===== src/cba_pkg.sv =====
// Shared constants and types for the clamped block average.
// Used by cba_divider, clamped_block_average and the bench; no dependencies.
`timescale 1ns / 1ps

package cba_pkg;

    localparam int SAMPLE_W   = 16;
    localparam int OUT_W      = 12;
    localparam int CNT_W      = 13;
    localparam int SUM_W      = 24;
    localparam int DIV_CNT_W  = $clog2(SUM_W);
    localparam int MAX_PERIOD = 4096;
    localparam int SAMPLE_MAX = 4095;
    localparam int PERIOD_RST = 10;

    // Status of the shared divider as seen by the sequencer.
    typedef struct packed {
        logic busy;
        logic done;
    } div_status_t;

endpackage


===== src/cba_divider.sv =====
// Restoring divider, one quotient bit per cycle, for the block average.
// Depends on cba_pkg.
`timescale 1ns / 1ps

module cba_divider (
    input  logic                       clk,
    input  logic                       rst_n,
    input  logic                       start,
    input  logic [cba_pkg::SUM_W-1:0]  dividend,
    input  logic [cba_pkg::CNT_W-1:0]  divisor,
    output cba_pkg::div_status_t       status,
    output logic [cba_pkg::OUT_W-1:0]  quotient
);

    localparam logic [cba_pkg::DIV_CNT_W-1:0] LAST_STEP =
        cba_pkg::DIV_CNT_W'(cba_pkg::SUM_W - 1);

    logic                           busy_reg;
    logic                           done_reg;
    logic [cba_pkg::DIV_CNT_W-1:0]  step_reg;
    logic [cba_pkg::SUM_W-1:0]      dq_reg;
    logic [cba_pkg::SUM_W-1:0]      dq_next;
    logic [cba_pkg::CNT_W-1:0]      rem_reg;
    logic [cba_pkg::CNT_W-1:0]      rem_next;
    logic [cba_pkg::CNT_W-1:0]      den_reg;
    logic [cba_pkg::CNT_W:0]        rem_shift;
    logic [cba_pkg::CNT_W:0]        rem_diff;
    logic                           fits;

    // The dividend register shifts out at the top while quotient bits enter
    // at the bottom, so after the last step it holds the quotient.
    always_comb
    begin
        rem_shift = {rem_reg, dq_reg[cba_pkg::SUM_W-1]};
        rem_diff  = rem_shift - {1'b0, den_reg};
        fits      = (rem_shift >= {1'b0, den_reg});
        rem_next  = fits ? rem_diff[cba_pkg::CNT_W-1:0] : rem_shift[cba_pkg::CNT_W-1:0];
        dq_next   = {dq_reg[cba_pkg::SUM_W-2:0], fits};
    end

    always_ff @(posedge clk or negedge rst_n)
    begin
        if (!rst_n)
        begin
            busy_reg <= 1'b0;
            done_reg <= 1'b0;
            step_reg <= '0;
        end
        else if (start)
        begin
            busy_reg <= 1'b1;
            done_reg <= 1'b0;
            step_reg <= '0;
        end
        else if (busy_reg)
        begin
            step_reg <= step_reg + 1'b1;
            if (step_reg == LAST_STEP)
            begin
                busy_reg <= 1'b0;
                done_reg <= 1'b1;
            end
        end
        else
        begin
            done_reg <= 1'b0;
        end
    end

    always_ff @(posedge clk)
    begin
        if (start)
        begin
            dq_reg  <= dividend;
            rem_reg <= '0;
            den_reg <= divisor;
        end
        else if (busy_reg)
        begin
            dq_reg  <= dq_next;
            rem_reg <= rem_next;
        end
    end

    assign status.busy = busy_reg;
    assign status.done = done_reg;
    assign quotient    = dq_reg[cba_pkg::OUT_W-1:0];

endmodule


===== src/clamped_block_average.sv =====
// Clamped block average decimator: top level with sequencer and accumulator.
// Depends on cba_pkg and cba_divider.
//
// Usage: each sample request on s_* carries one signed 16-bit converter reading.
// It is clamped to 0..4095 and added to a running sum. When the sample count
// reaches the period length (cfg port, reset value 10, zero acts as one,
// values above 4096 act as 4096), the rounded average (sum + n/2) / n goes
// out on m_*, and the sum and count restart from zero.
// Samples that do not close a period can be taken back to back. A closing
// sample starts the shared bit-serial divider, which runs 24 steps; the
// quotient then goes from the divide state to the hold state, which loads it
// into the output register on m_*. s_tready stays low from the closing request
// until that load.
// A pending result waits in the output register while further non-closing
// samples are taken; if the next period ends before the receiver takes it, the
// new quotient is held in the divider and s_tready stays low until m_tready
// frees the output register.
// Reset clears the sum, the count and any pending result and sets the period
// to 10. Configuration is always ready and meant to be written while idle.
`timescale 1ns / 1ps

module clamped_block_average (
    input  logic        clk,
    input  logic        rst_n,
    input  logic        s_tvalid,
    output logic        s_tready,
    input  logic [15:0] s_tdata,     // [15:0] raw_sample (signed)
    output logic        m_tvalid,
    input  logic        m_tready,
    output logic [15:0] m_tdata,     // [11:0] avg_light, [15:12] zero
    input  logic        cfg_valid,
    output logic        cfg_ready,
    input  logic [12:0] cfg_data     // [12:0] period_len
);

    localparam logic [1:0] ST_IDLE = 2'd0;
    localparam logic [1:0] ST_DIV  = 2'd1;
    localparam logic [1:0] ST_HOLD = 2'd2;

    localparam logic [cba_pkg::CNT_W-1:0] PERIOD_MAX =
        cba_pkg::CNT_W'(cba_pkg::MAX_PERIOD);
    localparam logic [cba_pkg::OUT_W-1:0] CLAMP_MAX =
        cba_pkg::OUT_W'(cba_pkg::SAMPLE_MAX);

    logic [1:0]                    state_reg;
    logic [1:0]                    state_next;
    logic [cba_pkg::CNT_W-1:0]     period_reg;
    logic [cba_pkg::SUM_W-1:0]     sum_reg;
    logic [cba_pkg::SUM_W-1:0]     sum_next;
    logic [cba_pkg::CNT_W-1:0]     count_reg;
    logic [cba_pkg::CNT_W-1:0]     count_next;
    logic                          out_valid_reg;
    logic [cba_pkg::OUT_W-1:0]     out_data_reg;

    logic signed [cba_pkg::SAMPLE_W-1:0] raw;
    logic [cba_pkg::OUT_W-1:0]     clamped;
    logic [cba_pkg::CNT_W-1:0]     eff_period;
    logic                          s_fire;
    logic                          closes;
    logic                          out_free;
    logic                          load_out;
    logic [cba_pkg::SUM_W-1:0]     dividend;
    cba_pkg::div_status_t          div_status;
    logic [cba_pkg::OUT_W-1:0]     quotient;

    assign raw       = s_tdata;
    assign s_tready  = (state_reg == ST_IDLE);
    assign s_fire    = s_tvalid && s_tready;
    assign cfg_ready = 1'b1;
    assign out_free  = !out_valid_reg || m_tready;

    always_comb
    begin
        if (raw < 0)
            clamped = '0;
        else if (raw > $signed({1'b0, CLAMP_MAX}))
            clamped = CLAMP_MAX;
        else
            clamped = raw[cba_pkg::OUT_W-1:0];

        if (period_reg == '0)
            eff_period = cba_pkg::CNT_W'(1);
        else if (period_reg > PERIOD_MAX)
            eff_period = PERIOD_MAX;
        else
            eff_period = period_reg;

        sum_next   = sum_reg + {{(cba_pkg::SUM_W-cba_pkg::OUT_W){1'b0}}, clamped};
        count_next = count_reg + 1'b1;
        closes     = (count_next >= eff_period);
        // Adding half the count first turns the floor division into round half up.
        dividend   = sum_next + {{(cba_pkg::SUM_W-cba_pkg::CNT_W){1'b0}}, count_next >> 1};
    end

    cba_divider u_div (
        .clk      (clk),
        .rst_n    (rst_n),
        .start    (s_fire && closes),
        .dividend (dividend),
        .divisor  (count_next),
        .status   (div_status),
        .quotient (quotient)
    );

    always_comb
    begin
        state_next = state_reg;
        load_out   = 1'b0;
        case (state_reg)
            ST_IDLE:
            begin
                if (s_fire && closes)
                    state_next = ST_DIV;
            end
            ST_DIV:
            begin
                if (div_status.done)
                    state_next = ST_HOLD;
            end
            ST_HOLD:
            begin
                if (out_free)
                begin
                    load_out   = 1'b1;
                    state_next = ST_IDLE;
                end
            end
            default:
            begin
                state_next = ST_IDLE;
            end
        endcase
    end

    always_ff @(posedge clk or negedge rst_n)
    begin
        if (!rst_n)
        begin
            state_reg     <= ST_IDLE;
            period_reg    <= cba_pkg::CNT_W'(cba_pkg::PERIOD_RST);
            sum_reg       <= '0;
            count_reg     <= '0;
            out_valid_reg <= 1'b0;
        end
        else
        begin
            state_reg <= state_next;
            if (cfg_valid && cfg_ready)
                period_reg <= cfg_data;
            if (s_fire)
            begin
                sum_reg   <= closes ? '0 : sum_next;
                count_reg <= closes ? '0 : count_next;
            end
            if (load_out)
                out_valid_reg <= 1'b1;
            else if (m_tready)
                out_valid_reg <= 1'b0;
        end
    end

    always_ff @(posedge clk)
    begin
        if (load_out)
            out_data_reg <= quotient;
    end

    assign m_tvalid = out_valid_reg;
    assign m_tdata  = {{(16-cba_pkg::OUT_W){1'b0}}, out_data_reg};

`ifndef SYNTHESIS
    a_busy_blocks_input: assert property (@(posedge clk) disable iff (!rst_n)
        div_status.busy |-> !s_tready)
        else $error("input request accepted while the divider runs");

    a_close_starts_div: assert property (@(posedge clk) disable iff (!rst_n)
        (s_fire && closes) |=> (div_status.busy && state_reg == ST_DIV))
        else $error("closing sample did not start the divider");

    a_count_bound: assert property (@(posedge clk) disable iff (!rst_n)
        count_reg < PERIOD_MAX)
        else $error("sample count reached the maximum period without closing");

    a_done_in_div: assert property (@(posedge clk) disable iff (!rst_n)
        div_status.done |-> (state_reg == ST_DIV))
        else $error("divider finished outside the divide state");

    a_load_only_free: assert property (@(posedge clk) disable iff (!rst_n)
        load_out |-> out_free)
        else $error("output register overwritten while its result waits");
`endif

endmodule


===== config.mk =====
export PLATFORM = sky130hd
export DESIGN_NAME = clamped_block_average
export DESIGN_NICKNAME = d
export VERILOG_FILES = /design/src/cba_pkg.sv /design/src/cba_divider.sv /design/src/clamped_block_average.sv
export SDC_FILE = /design/constraint.sdc
export NUM_CORES = 1
export LEC_CHECK = 0
export CORE_MARGIN = 2
export CORE_UTILIZATION = 58
export DETAILED_ROUTE_END_ITERATION = 10
export DONT_BUFFER_PORTS = 1
export PLACE_DENSITY = 0.88
export SLEW_MARGIN = 20
export SYNTH_ARGS = -nofsm -noshare
export SYNTH_HDL_FRONTEND = slang
export SYNTH_HIERARCHICAL = 1
export SYNTH_SLANG_ARGS = --single-unit

===== constraint.sdc =====
create_clock -name clk -period 4.6 [get_ports clk]
set_input_delay 0.92 -clock clk [delete_from_list [all_inputs] [get_ports clk]]
set_output_delay 0.92 -clock clk [all_outputs]
set_load 0.05 [all_outputs]

# Word-level counts from Yosys, hierarchy flattened
# Index checks and enable logic that the tools add are counted.
# totals
register_bits,122
output_inout_bits,19
# classes
reduce_logical,9
n_addsub,5
muxes,25
n_lt_le_gt_ge,5
n_eq_ne,7
# ops
cell,n
two-way mux 24 bit,3
two-way mux 13 bit,4
adder 24 x 12 -> 24 bit,2
two-way mux 12 bit,2
"greater-than comparator 16 x 13 -> 1 bit, second input constant",1
"less-than comparator 16 x 1 -> 1 bit, second input constant",1
greater-or-equal comparator 14 x 13 -> 1 bit,1
"adder 13 x 1 -> 13 bit, second input constant",1
greater-or-equal comparator 13 bit,1
"greater-than comparator 13 bit, second input constant",1
zero test 13 bit,1
subtractor 13 bit,1
two-way mux 1 bit,10
two-way mux 5 bit,2
two-way mux 2 bit,3
case mux 2 bit (3 select lines),1
"adder 5 x 1 -> 5 bit, second input constant",1
"equality test 5 bit, second input constant",1
"inequality test 2 x 1 -> 1 bit, second input constant",2
nonzero test 2 bit,2
"inequality test 3 x 2 -> 1 bit, second input constant",1
AND reduction 3 bit,1
"equality test 2 x 1 -> 1 bit, second input constant",1
"equality test 2 bit, second input constant",1
5 further kinds,6

# Logic depth before layout (Yosys ltp)
# logic_depth
depth_word,7
mapped_depth,20
ltp_nobuf,20

# Modules after synthesis
# The synthesis kept the hierarchy.
# by_module_without_submodules
module,area_per_inst_um2,cells_each,seq_area_each_um2,instances
clamped_block_average,4872.2,558,1689.1,1
cba_divider,3000.4,258,1546.5,1

# Worst setup path before layout
# Ideal clock, no wire load.
# synth_timing
path_kind,input-to-reg
start,input port s_tdata[14]
end,"register u_div/dq_reg[23] in the netlist's numbering, data pin"
path_slack_ps,-248
stages,17
t_arrival_ps,4589
n_path_buf,0
cell_sequence,or3_1 -> nor2_1 -> nor2_1 -> ha_1 -> fa_1 -> a211oi_2 -> o21ai_0 -> xor2_1 -> ha_1 -> a21o_1 -> nor3_1 -> a221o_1 -> o21ai_1 -> o2111ai_1 -> nor4_2 -> xnor2_1 -> mux2_2
# synth_between
elab_chain_len,6
word_cells_on_any_way,7
# synth_rtl
element,line_no,source
start: declaration,clamped_block_average.sv:27,"input logic [15:0] s_tdata,"
greater-than comparator 16 x 13 -> 1 bit,clamped_block_average.sv:76,"else if (raw > $signed({1'b0, CLAMP_MAX}))"
two-way mux 12 bit,clamped_block_average.sv:76,
two-way mux 12 bit (*),clamped_block_average.sv:74,if (raw < 0)
adder 24 x 12 -> 24 bit (*),clamped_block_average.sv:88,"sum_next = sum_reg + {{(cba_pkg::SUM_W-cba_pkg::OUT_W){1'b0}}, clamped};"
adder 24 x 12 -> 24 bit (*),clamped_block_average.sv:92,"dividend = sum_next + {{(cba_pkg::SUM_W-cba_pkg::CNT_W){1'b0}}, count_next >> 1};"
net dividend (one bit),clamped_block_average.sv:62,logic [cba_pkg::SUM_W-1:0] dividend;
two-way mux 24 bit (*),cba_divider.sv:72,if (start)
end signal: assignment,cba_divider.sv:74,dq_reg <= dividend;
end signal: assignment,cba_divider.sv:80,dq_reg <= dq_next;
end: declaration,cba_divider.sv:21,logic [cba_pkg::SUM_W-1:0] dq_reg;
# The timed path passes the listed nets; every way through them passes the cells marked *.
# A chain may end at the register's enable or synchronous reset.

# Worst setup path after layout
# layout_timing
start,input port s_tdata[14]
end,"register u_div/dq_reg[13] in the netlist's numbering, data pin"
# The elaborated chain is that of the path after synthesis.

==> run metrics <==
outcome finished clean; average cell area after synthesis 9.65 sq um; number of endpoints failing setup at the final stage 0; post-route worst hold slack 0.183 ns; Final Util 69.4%; clock sink count 122; post-layout instance area 9190 sq um; sum of overflow across all layers after global routing 0; RSZ-0062 raised after global routing yes; worst reg2reg path endpoint u_div/dq_reg[6]; Buffers on Ports 0; worst clock skew on the final layout 0.00613 ns; worst setup path startpoint s_tdata[14]; final routed wirelength across all metal layers 21.0 mm; reg2reg start count_reg[2]; portion of the clock cycle consumed by the worst path in the final layout 98.3%; CTS tree yes; die span in x 120 um; endpoint required time on the critical path 4.78 ns; layout cell share with drive strength beyond 1 20.8%; ratio of total power to cell area 778 nW/um^2; # H-tree levels 4; Slew headroom 26.7%; f_max 221 MHz; first-pass iteration count of the detailed router 6; half-perimeter wire length of the detailed placement result 13.0 mm; final weighted congestion of routability-driven global placement 0.899; number of CTS-inserted buffers 17; # DRC 0; final worst path period need 4.52 ns; register clock-pin slew on the reported worst setup and hold paths 0.06 ns; die height 120 um; Final Hold Vio Count 0; arrival time at the worst endpoint 4.70 ns; Slew Viols, Final 0; initial standard-cell utilization of the core 59.4%; number of I/O pins 53; clock latency at the later pin of the worst-skew pair 0.43 ns; Hold Path Class in -> async; Max-cap violations 0; maximum buffer depth of the clock tree 2; Routed Antenna Nets 0; full die area 14500 sq um; cell count after synthesis 815; gr usage total 28.3%; detailed-route via count 6614; Antenna diodes 0; Worst Reg-to-Reg Cells 14; critical path class in -> reg; antenna violations before repair 0; worst-path fanout max 10; FP Rows 42; DRT iter0 DRCs 799; vias in the first global route 6276; transition at the pin with the smallest max-transition slack 1.10 ns; launching element type of the critical path input port; library cell used as clock root buffer clkbuf_16; via density per instance 6.37; critical path endpoint u_div/dq_reg[13]; average detailed-routed wire length per instance 20.2 um; category of the worst setup path capture point register; Netlist Area Pre-Place 7870 sq um; Reg2Reg Setup Slack 0.12 ns; area added between synthesis and finish 16.8%; maximum number of pins on one net before global-route repair 61; IR drop worst, VDD 434 uV; Placed Area 8310 sq um; wire length of the first global-routing pass 32.0 mm; Yosys warning count 6; floorplan core area 13200 sq um; NumNets Final 938; Leak 3.88 nW; total power 0.00715 W
[worst max-delay path: stages]
cell and delay (ns):
or3_4 0.40, buf_4 0.19, nor2_2 0.08, nor2_1 0.05, ha_1 0.36, a21oi_2 0.26
o211ai_2 0.16, nand3_2 0.12, nand2_1 0.07, a21oi_2 0.17, xnor2_2 0.18, ha_4 0.26
buf_4 0.15, a21o_1 0.16, a21o_1 0.20, a21oi_2 0.18, o21ai_4 0.10, mux2i_1 0.13
a22oi_1 0.22, xnor2_1 0.09, mux2_2 0.26
[per-stage QoR]
stage,instances,TNS (ns),setup slack [ns]
after floorplan,818,-0.0353,-0.0197
after global placement,1000,-1.95,-0.224
after detailed placement,1000,-3.23,-0.336
after CTS,1032,0,0.0727
after global routing,1038,-0.312,-0.0861
final,1038,0,0.0804
[power breakdown]
group / internal (W) / switching (W)
Sequential: 0.00158 / 0.000335
Combinational: 0.00164 / 0.00199
Clock: 0.00107 / 0.000525
[what timing repair did]
item | in CTS | in global routing
hold buffers | 0 | 0
gates resized for setup | 0 | 24
buffers inserted | 0 | 5
endpoints found under the setup margin | 0 | 54
[layer usage]
| metal | global-route usage [%] | vias to the layer above | wire (um) |
|---|---|---|---|
| li1 | - | 2968 | - |
| met1 | 34.9 | 3162 | 8060 |
| met2 | 47.4 | 400 | 10100 |
| met3 | 6.60 | 84 | 1990 |
| met4 | 12.9 | 0 | 827 |
| met5 | 0 | - | 0 |
[layout make-up]
type	instances	area, sq um
sequential	122	3240
timing repair buffer	60	475
fill	883	4060
multi-input combinational	601	4380
tap	176	220
inverter	47	176
clock buffer	17	425
clock inverter	15	272
[how the worst min path moves through the flow]
stage,to,slack [ns],cells after the start
2_1_floorplan,u_div/rem_reg[12],0.43,2
3_3_place_gp,out_data_reg[6],0.43,0
3_5_place_dp,out_data_reg[2],0.44,0
4_1_cts,sum_reg[8],0.18,0
5_1_grt,sum_reg[18],0.17,0
6_report,sum_reg[10],0.18,0
[placed cells by master, fill, tap and decap left out, types with 20 or more instances in the layout]
cell / count
xnor2_1: 45
a31oi_1: 20
edfxtp_1: 49
nand2_1: 95
inv_1: 47
o21ai_0: 29
a21oi_1: 32
ha_1: 48
nor2_1: 55
nand3_1: 24
mux2_2: 37
nand4_1: 20
dfrtp_1: 58
buf_4: 58
Power figures use the tool's default switching activity.
